$ cat config.mk
export PLATFORM = sky130hd
export DESIGN_NAME = cbor_item_head_decoder
export DESIGN_NICKNAME = d
export VERILOG_FILES = /design/src/hdl/cbor_pkg.sv /design/src/hdl/cbor_item_head_decoder.sv /design/src/hdl/cbor_front.sv /design/src/hdl/cbor_back.sv
export SDC_FILE = /design/constraint.sdc
export NUM_CORES = 1
export LEC_CHECK = 0
export ABC_AREA = 1
export BUFFER_PORTS_ARGS = -buffer_cell sky130_fd_sc_hd__buf_2
export CAP_MARGIN = 40
export CORE_ASPECT_RATIO = 0.6
export CORE_MARGIN = 8
export CORE_UTILIZATION = 43
export CTS_CLUSTER_SIZE = 16
export DETAILED_ROUTE_END_ITERATION = 6
export HOLD_SLACK_MARGIN = 0.03
export PLACE_DENSITY = 0.68
export SKIP_CTS_REPAIR_TIMING = 1
export SLEW_MARGIN = 15
export SYNTH_ARGS = -nofsm -noshare
export SYNTH_HDL_FRONTEND = slang
export SYNTH_HIERARCHICAL = 1
export SYNTH_SLANG_ARGS = --single-unit
$ cat constraint.sdc
create_clock -name clk -period 14.09 [get_ports clk]
set_clock_uncertainty 0.1 [all_clocks]
set_input_delay 1.409 -clock clk [delete_from_list [all_inputs] [get_ports clk]]
set_output_delay 1.409 -clock clk [all_outputs]
set_load 0.05 [all_outputs]
$ cat src/hdl/cbor_pkg.sv
`timescale 1ns / 1ps
`default_nettype none
// ----------------------------------------------------------------------------
// CBOR head decoder package
// Shared token types, codes and float widening helpers.
// ----------------------------------------------------------------------------
package cbor_pkg;

	localparam logic [1:0] KIND_HEAD    = 2'd0;
	localparam logic [1:0] KIND_PAYLOAD = 2'd1;
	localparam logic [1:0] KIND_ERROR   = 2'd2;

	localparam logic [1:0] ERR_NONE      = 2'd0;
	localparam logic [1:0] ERR_RESERVED  = 2'd1;
	localparam logic [1:0] ERR_TRUNC_ARG = 2'd2;
	localparam logic [1:0] ERR_TRUNC_PAY = 2'd3;

	localparam logic [2:0] MAJ_BYTES = 3'd2;
	localparam logic [2:0] MAJ_TEXT  = 3'd3;
	localparam logic [2:0] MAJ_SIMPLE = 3'd7;

	localparam logic [4:0] INFO_DIRECT_LIMIT = 5'd24;
	localparam logic [4:0] INFO_HALF   = 5'd25;
	localparam logic [4:0] INFO_SINGLE = 5'd26;
	localparam logic [4:0] INFO_DOUBLE = 5'd27;

	localparam logic [63:0] QNAN64 = 64'h7FF8_0000_0000_0000;
	localparam logic [63:0] INF64  = 64'h7FF0_0000_0000_0000;

	localparam int TOKEN_FIFO_DEPTH = 4;

	// Raw item handed from front to back: up to two beats in one entry.
	typedef struct packed {
		logic [1:0]  kind;
		logic [2:0]  major;
		logic [4:0]  info;
		logic [63:0] arg;
		logic [7:0]  pbyte;
		logic        plast;
		logic [1:0]  err;
	} token_t;

	typedef struct packed {
		token_t t0;
		token_t t1;
		logic   two;
	} front_entry_t;

	function automatic logic [63:0] widen_half(input logic [15:0] h);
		logic [4:0]  e;
		logic [9:0]  m;
		logic [63:0] mag;
		logic [3:0]  p;
		logic [51:0] sh;
		e = h[14:10];
		m = h[9:0];
		p = 4'd0;
		for (int i = 1; i < 10; i++) begin
			if (m[i]) p = 4'(i);
		end
		sh = 52'(m) << (6'd52 - 6'(p));
		if (e == 5'd31) mag = (m == 10'd0) ? INF64 : QNAN64;
		else if (e == 5'd0) begin
			if (m == 10'd0) mag = 64'd0;
			else mag = {1'b0, 11'(11'd999 + 11'(p)), sh};
		end else mag = {1'b0, 11'(11'd1008 + 11'(e)), m, 42'd0};
		return {h[15], mag[62:0]};
	endfunction

	function automatic logic [63:0] widen_single(input logic [31:0] f);
		logic [7:0]  e;
		logic [22:0] m;
		logic [63:0] mag;
		logic [4:0]  p;
		logic [51:0] sh;
		e = f[30:23];
		m = f[22:0];
		p = 5'd0;
		for (int i = 1; i < 23; i++) begin
			if (m[i]) p = 5'(i);
		end
		sh = 52'(m) << (6'd52 - 6'(p));
		if (e == 8'hFF) mag = (m == 23'd0) ? INF64 : (QNAN64 | {12'd0, m, 29'd0});
		else if (e == 8'd0) begin
			if (m == 23'd0) mag = 64'd0;
			else mag = {1'b0, 11'(11'd874 + 11'(p)), sh};
		end else mag = {1'b0, 11'(11'd896 + 11'(e)), m, 29'd0};
		return {f[31], mag[62:0]};
	endfunction

endpackage
`default_nettype wire

$ cat src/hdl/cbor_item_head_decoder.sv
`timescale 1ns / 1ps
`default_nettype none
// ----------------------------------------------------------------------------
// CBOR item head decoder
// Byte-wide CBOR head parser with payload pass-through and float widening.
// ----------------------------------------------------------------------------
// One stream byte is taken per cycle whenever push is high and full is low,
// so the block sustains one byte per clock. The front parser updates its
// phase, argument accumulator and payload counter on each taken byte and
// drops at most one entry (one or two result beats) into a small queue of
// Depth entries. The back end drains one beat per pop from the queue head;
// float widening is done on the queue read side. Full rises only when the
// queue holds Depth entries; an entry with two beats (head or payload
// followed by a truncation error) takes two pops to drain.
// ----------------------------------------------------------------------------
module cbor_item_head_decoder import cbor_pkg::*; #(
	parameter int Depth = TOKEN_FIFO_DEPTH
) (
	input  wire logic        clk,
	input  wire logic        arst_n,
	input  wire logic        push,
	output logic             full,
	input  wire logic [7:0]  in_byte,
	input  wire logic        end_of_buffer,
	output logic             empty,
	input  wire logic        pop,
	output logic [1:0]       token_kind,
	output logic [2:0]       major_type,
	output logic [4:0]       additional_info,
	output logic [63:0]      argument,
	output logic [63:0]      float_bits,
	output logic             is_float,
	output logic [7:0]       payload_byte,
	output logic             payload_last,
	output logic [1:0]       error_code
);
	logic         take;
	logic         ent_valid;
	front_entry_t ent;

	// a byte beat is consumed whenever push is high and the queue has room
	assign take = push && !full;

	cbor_front u_front (
		.clk, .arst_n, .take, .in_byte, .end_of_buffer,
		.ent_valid, .ent
	);

	cbor_back #(.Depth(Depth)) u_back (
		.clk, .arst_n,
		.wr(ent_valid), .wr_ent(ent),
		.full, .empty, .pop,
		.token_kind, .major_type, .additional_info, .argument,
		.float_bits, .is_float, .payload_byte, .payload_last, .error_code
	);

	// error beats carry a nonzero code, other beats none
	assert property (@(posedge clk) disable iff (!arst_n)
		!empty |-> ((token_kind == KIND_ERROR) == (error_code != ERR_NONE)))
		else $error("error code does not match token kind");

	// only heads are floats
	assert property (@(posedge clk) disable iff (!arst_n)
		(!empty && is_float) |-> (token_kind == KIND_HEAD && major_type == MAJ_SIMPLE))
		else $error("float flag on non-float beat");

	// a stalled output beat holds
	assert property (@(posedge clk) disable iff (!arst_n)
		(!empty && !pop) |=> (!empty && $stable(token_kind) && $stable(argument)))
		else $error("output beat changed while stalled");
endmodule
`default_nettype wire

$ cat src/hdl/cbor_front.sv
`timescale 1ns / 1ps
`default_nettype none
// ----------------------------------------------------------------------------
// CBOR front parser
// Accepts one byte per beat, tracks parse phase, builds raw tokens.
// ----------------------------------------------------------------------------
module cbor_front import cbor_pkg::*; (
	input  wire logic         clk,
	input  wire logic         arst_n,
	input  wire logic         take,
	input  wire logic [7:0]   in_byte,
	input  wire logic         end_of_buffer,
	output logic              ent_valid,
	output front_entry_t      ent
);
	localparam logic [1:0] PH_INIT = 2'd0;
	localparam logic [1:0] PH_ARG  = 2'd1;
	localparam logic [1:0] PH_PAY  = 2'd2;

	logic [1:0]  phase_q;
	logic [3:0]  arg_left_q;
	logic [63:0] acc_q;
	logic [2:0]  maj_q;
	logic [4:0]  info_q;
	logic [63:0] pay_left_q;

	logic [1:0]  phase_d;
	logic [3:0]  arg_left_d;
	logic [63:0] acc_d;
	logic [2:0]  maj_d;
	logic [4:0]  info_d;
	logic [63:0] pay_left_d;
	logic        fin;
	logic [63:0] fin_arg;
	token_t      blank;

	always_comb begin
		blank = '0;
		phase_d = phase_q; arg_left_d = arg_left_q; acc_d = acc_q;
		maj_d = maj_q; info_d = info_q; pay_left_d = pay_left_q;
		ent_valid = 1'b0;
		ent = '0;
		fin = 1'b0;
		fin_arg = 64'd0;
		if (phase_q == PH_ARG) begin
			acc_d = {acc_q[55:0], in_byte};
			arg_left_d = arg_left_q - 4'd1;
			if (arg_left_d == 4'd0) begin
				fin = 1'b1;
				fin_arg = acc_d;
			end else if (end_of_buffer) begin
				phase_d = PH_INIT;
				arg_left_d = 4'd0;
				ent_valid = 1'b1;
				ent.t0 = blank;
				ent.t0.kind = KIND_ERROR;
				ent.t0.err = ERR_TRUNC_ARG;
			end
		end else if (phase_q == PH_PAY) begin
			pay_left_d = pay_left_q - 64'd1;
			ent_valid = 1'b1;
			ent.t0.kind = KIND_PAYLOAD;
			ent.t0.pbyte = in_byte;
			if (pay_left_d == 64'd0) begin
				phase_d = PH_INIT;
				ent.t0.plast = 1'b1;
			end else if (end_of_buffer) begin
				phase_d = PH_INIT;
				pay_left_d = 64'd0;
				ent.two = 1'b1;
				ent.t1.kind = KIND_ERROR;
				ent.t1.err = ERR_TRUNC_PAY;
			end
		end else begin
			phase_d = PH_INIT;
			maj_d = in_byte[7:5];
			info_d = in_byte[4:0];
			if (info_d < INFO_DIRECT_LIMIT) begin
				fin = 1'b1;
				fin_arg = 64'(info_d);
			end else if (info_d <= INFO_DOUBLE) begin
				acc_d = 64'd0;
				arg_left_d = 4'd1 << info_d[1:0];
				if (end_of_buffer) begin
					arg_left_d = 4'd0;
					ent_valid = 1'b1;
					ent.t0.kind = KIND_ERROR;
					ent.t0.err = ERR_TRUNC_ARG;
				end else phase_d = PH_ARG;
			end else begin
				ent_valid = 1'b1;
				ent.t0.kind = KIND_ERROR;
				ent.t0.err = ERR_RESERVED;
			end
		end
		if (fin) begin
			phase_d = PH_INIT;
			ent_valid = 1'b1;
			ent.t0.kind = KIND_HEAD;
			ent.t0.arg = fin_arg;
			if ((maj_d == MAJ_BYTES || maj_d == MAJ_TEXT) && fin_arg != 64'd0) begin
				if (end_of_buffer) begin
					ent.two = 1'b1;
					ent.t1.kind = KIND_ERROR;
					ent.t1.err = ERR_TRUNC_PAY;
				end else begin
					pay_left_d = fin_arg;
					phase_d = PH_PAY;
				end
			end
		end
		ent.t0.major = maj_d;
		ent.t0.info = info_d;
		ent.t1.major = maj_d;
		ent.t1.info = info_d;
		ent_valid = ent_valid & take;
	end

	always_ff @(posedge clk or negedge arst_n) begin
		if (!arst_n) begin
			phase_q <= PH_INIT;
			arg_left_q <= '0;
			acc_q <= '0;
			maj_q <= '0;
			info_q <= '0;
			pay_left_q <= '0;
		end else if (take) begin
			phase_q <= phase_d;
			arg_left_q <= arg_left_d;
			acc_q <= acc_d;
			maj_q <= maj_d;
			info_q <= info_d;
			pay_left_q <= pay_left_d;
		end
	end
endmodule
`default_nettype wire

$ cat src/hdl/cbor_back.sv
`timescale 1ns / 1ps
`default_nettype none
// ----------------------------------------------------------------------------
// CBOR back end
// Queue of raw entries; splits two-beat entries and widens floats on output.
// ----------------------------------------------------------------------------
module cbor_back import cbor_pkg::*; #(
	parameter int Depth = TOKEN_FIFO_DEPTH
) (
	input  wire logic        clk,
	input  wire logic        arst_n,
	input  wire logic        wr,
	input  front_entry_t     wr_ent,
	output logic             full,
	output logic             empty,
	input  wire logic        pop,
	output logic [1:0]       token_kind,
	output logic [2:0]       major_type,
	output logic [4:0]       additional_info,
	output logic [63:0]      argument,
	output logic [63:0]      float_bits,
	output logic             is_float,
	output logic [7:0]       payload_byte,
	output logic             payload_last,
	output logic [1:0]       error_code
);
	localparam int AW = (Depth > 1) ? $clog2(Depth) : 1;

	front_entry_t        mem_q [Depth];
	logic [AW-1:0]       wp_q, rp_q;
	logic [AW:0]         cnt_q;
	logic                second_q;
	token_t              cur;
	logic                rd;

	assign full  = (cnt_q == (AW+1)'(Depth));
	assign empty = (cnt_q == '0);
	assign cur   = second_q ? mem_q[rp_q].t1 : mem_q[rp_q].t0;
	assign rd    = pop && !empty && (second_q || !mem_q[rp_q].two);

	always_comb begin
		token_kind = cur.kind;
		major_type = cur.major;
		additional_info = cur.info;
		argument = cur.arg;
		payload_byte = cur.pbyte;
		payload_last = cur.plast;
		error_code = cur.err;
		is_float = 1'b0;
		float_bits = 64'd0;
		if (cur.kind == KIND_HEAD && cur.major == MAJ_SIMPLE) begin
			if (cur.info == INFO_HALF) begin
				is_float = 1'b1;
				float_bits = widen_half(cur.arg[15:0]);
			end else if (cur.info == INFO_SINGLE) begin
				is_float = 1'b1;
				float_bits = widen_single(cur.arg[31:0]);
			end else if (cur.info == INFO_DOUBLE) begin
				is_float = 1'b1;
				float_bits = cur.arg;
			end
		end
	end

	always_ff @(posedge clk) begin
		if (wr) mem_q[wp_q] <= wr_ent;
	end

	always_ff @(posedge clk or negedge arst_n) begin
		if (!arst_n) begin
			wp_q <= '0;
			rp_q <= '0;
			cnt_q <= '0;
			second_q <= 1'b0;
		end else begin
			if (wr) wp_q <= (wp_q == AW'(Depth-1)) ? '0 : wp_q + 1'b1;
			if (rd) rp_q <= (rp_q == AW'(Depth-1)) ? '0 : rp_q + 1'b1;
			if (pop && !empty) second_q <= !rd;
			cnt_q <= cnt_q + (AW+1)'(wr) - (AW+1)'(rd);
		end
	end
endmodule
`default_nettype wire
==> run_results.csv <==
group,metric,value,unit
grt,grt_pass1_wl,206000,um
synthesis,yosys_register_bits,826,
timing,hold_viol,0,
timing,min_period,9.54,ns
detailed_routing,first_pass_iters,6,
worst_setup_path,crit_top_cell,"nand2_1",
clock_network,h-tree-depth,3,
grt,overflow,0,
detailed_routing,wirelength_met1,63300,um
detailed_routing,dr_wl_met2,55500,um
synthesis,ys_types,62,
placed_design,gp_congestion,1.04,
synthesis,synth_common_cells,"934 x nand2_1, 796 x nor2_1, 684 x edfxtp_1, 448 x o21ai_0, 328 x nand3_1",
timing,tightest_slew,0.965,ns
timing,finalMaxSlewViolations,0,
grt,antenna_found_initial,8,
min_path,min_path_type,"flop to flop",
die,start_util,43.4,%
min_path,worstHoldEndpoint,"u_front/maj_q[1]",
job,maxCapViolCount,0,
grt,grt_pass1_vias,31300,
detailed_routing,wl_per_cell,22.5,um
status,status,"finished clean",
clock_network,root_buffer,"clkbuf_16",
die,ioPinCount,165,
worst_setup_path,r2r-end,"u_back/mem_q[0][141]",
final_layout,stdcell_area,46700,um^2
timing,slew_headroom,35.5,%
synthesis,postSynthAreaPerCell,8.94,um^2
synthesis,async_reset_ff_share,17.2,%
clock_network,worstSkewPairLatency,0.66,ns
clock_network,cts_buffer_depth,3,
detailed_routing,top_layer,"met5",
synthesis,synthTopCellsByArea,"edfxtp_1 48%, dfrtp_1 8.3%, nand2_1 8.2%, nor2_1 7.0%, o21ai_0 5.3%",
clock_network,cts_tree,"yes",
synthesis,synth_top_area_share,48.2,%
worst_setup_path,critPathMaxStageDelay,0.90,ns
worst_setup_path,slowest_stage,"ha_1",
detailed_routing,dr_wl_met3,17500,um
synthesis,mappedNetlistArea,42600,um^2
die,die_area,110000,um^2
detailed_routing,drtIter0Drc,5652,
worst_setup_path,arrival,8.04,ns
timing,rsz0062_at_grt,"no",
synthesis,synthFlopType,"edfxtp_1",
worst_setup_path,rr_startpoint,"u_front/arg_left_q[0]",
grt,grt_max_degree,195,
final_layout,syn_to_final_growth,9.54,%
die,die_h,260,um
placed_design,place_area,44200,um^2
timing,finalSetupViolCount,0,
worst_setup_path,crit_type,"flop to output pin",
clock_network,path_clk_slew,0.06,ns
grt,grt_usage,24.3,%
timing,period_share,67.7,%
die,core-area,98300,um^2
synthesis,syn_inst,4767,
placed_design,hpwl,95900,um
worst_setup_path,r2r_slack,9.14,ns
detailed_routing,drt-total-wl,139000,um
synthesis,synth_top_area_cell,"edfxtp_1",
worst_setup_path,cp-start-kind,"flop",
die,rows,89,
detailed_routing,vias,35500,
synthesis,yosysSeqAreaShare,56.5,%
synthesis,synth_edf_count,684,
worst_setup_path,critPathCaptureType,"output pin",
min_path,holdCritStartpoint,"u_front/maj_q[1]",
synthesis,yosys_warnings,6,
detailed_routing,drcViolationCount,0,
worst_setup_path,cp_max_fo,194,
timing,fmax,0.105,GHz
final_layout,nets,4836,
final_layout,drive_above_1_share,10.1,%
detailed_routing,viasPerCell,5.74,
min_path,whs_path_depth,2,
synthesis,synth.most_common_cell,"nand2_1",
placed_design,numPortBuffers,164,
worst_setup_path,required,12.58,ns
timing,setup_tns,0,ns
worst_setup_path,r2r_cells,14,
die,die_x,422,um
clock_network,clock-sinks,826,
detailed_routing,ant_nets,0,
clock_network,cts-buffers-inserted,74,
-- worst max-delay path: cells and delay by family, from the launching register on --
kind | cells | cell delay (ns)
buffers and inverters | 6 | 2.77
and+or+nand+nor | 21 | 1.88
AOI/OAI and AO/OA | 3 | 0.96
adders and majority gates | 1 | 0.90
DFF | 1 | 0.46
-- cell families (layout without fill, tap and decap cells) --
group / after synthesis / after routing / share of synthesized area, %
other cells: 1 / 77 / 0.00880
fa+ha+maj: 16 / 16 / 0.487
xor+xnor: 21 / 21 / 0.431
simple gates: 2226 / 2226 / 21.9
compound gates: 966 / 966 / 12.7
buf+inv: 711 / 737 / 7.92
flops: 826 / 826 / 56.5
-- worst max path at each step --
stage,start,endpoint,slack [ns],cells after the start
final,u_back/rp_q[0],float_bits[14],4.55,31
after global routing,u_back/rp_q[0],float_bits[32],4.17,33
after CTS,u_back/rp_q[0],float_bits[48],4.82,36
after detailed placement,u_back/rp_q[0],float_bits[48],5.55,33
after global placement,u_back/rp_q[0],float_bits[48],5.61,33
after floorplan,end_of_buffer,u_back/mem_q[0][0],7.40,8
-- cell type report --
cell class	instances	area, um^2
Inverter	360	1400
Antenna cell	3	7.51
Clock buffer	88	1930
Clock inverter	47	477
Sequential cell	826	24100
Timing Repair Buffer	242	1680
Multi-Input combinational cell	3303	15400
Tap cell	1319	1650
Fill cell	9326	51600
-- through the flow --
step	hold WS [ns]	util, %	worst slack (ns)	std cells
floorplan	0.346	-	7.40	4840
global placement	0.359	44.5	5.61	6018
detailed placement	0.389	44.9	5.55	6045
CTS	0.404	47.4	4.82	6180
global route	0.436	47.5	4.17	6187
finish	0.400	47.5	4.55	6188
-- metal layers --
layer	GRT usage (%)	up-vias
li1	-	16200
met1	38.2	17100
met2	32.8	2018
met3	6.76	179
met4	5.48	4
met5	0	-
-- placed cells by master (no fill, tap or decap), types with 18 or more instances in the layout --
cell	instances
edfxtp_1	684
o21ai_0	448
nand4_1	31
nor3_1	28
dfrtp_1	140
nand2_1	934
buf_4	52
a31oi_1	64
buf_2	170
nor4_1	18
conb_1	74
clkbuf_16	75
clkinv_1	20
inv_1	312
nand2_2	25
nand3_1	328
a21oi_1	130
o21ai_1	90
inv_2	36
o211ai_1	20
o22ai_1	158
nor2_1	795
-- sequential cells by signal, indices dropped and copies added, names as in the netlist --
register and count:
u_back/cnt_q 3, u_back/rp_q 2, u_front/phase_q 2, u_back/second_q 1, u_front/arg_left_q 4, u_front/maj_q 3, u_front/info_q 5, u_back/mem_q 684
u_back/wp_q 2, u_front/pay_left_q 64, u_front/acc_q 56
Power is not shown: default switching activity piles up to over one toggle a cycle in this logic, so the estimate is an artifact.
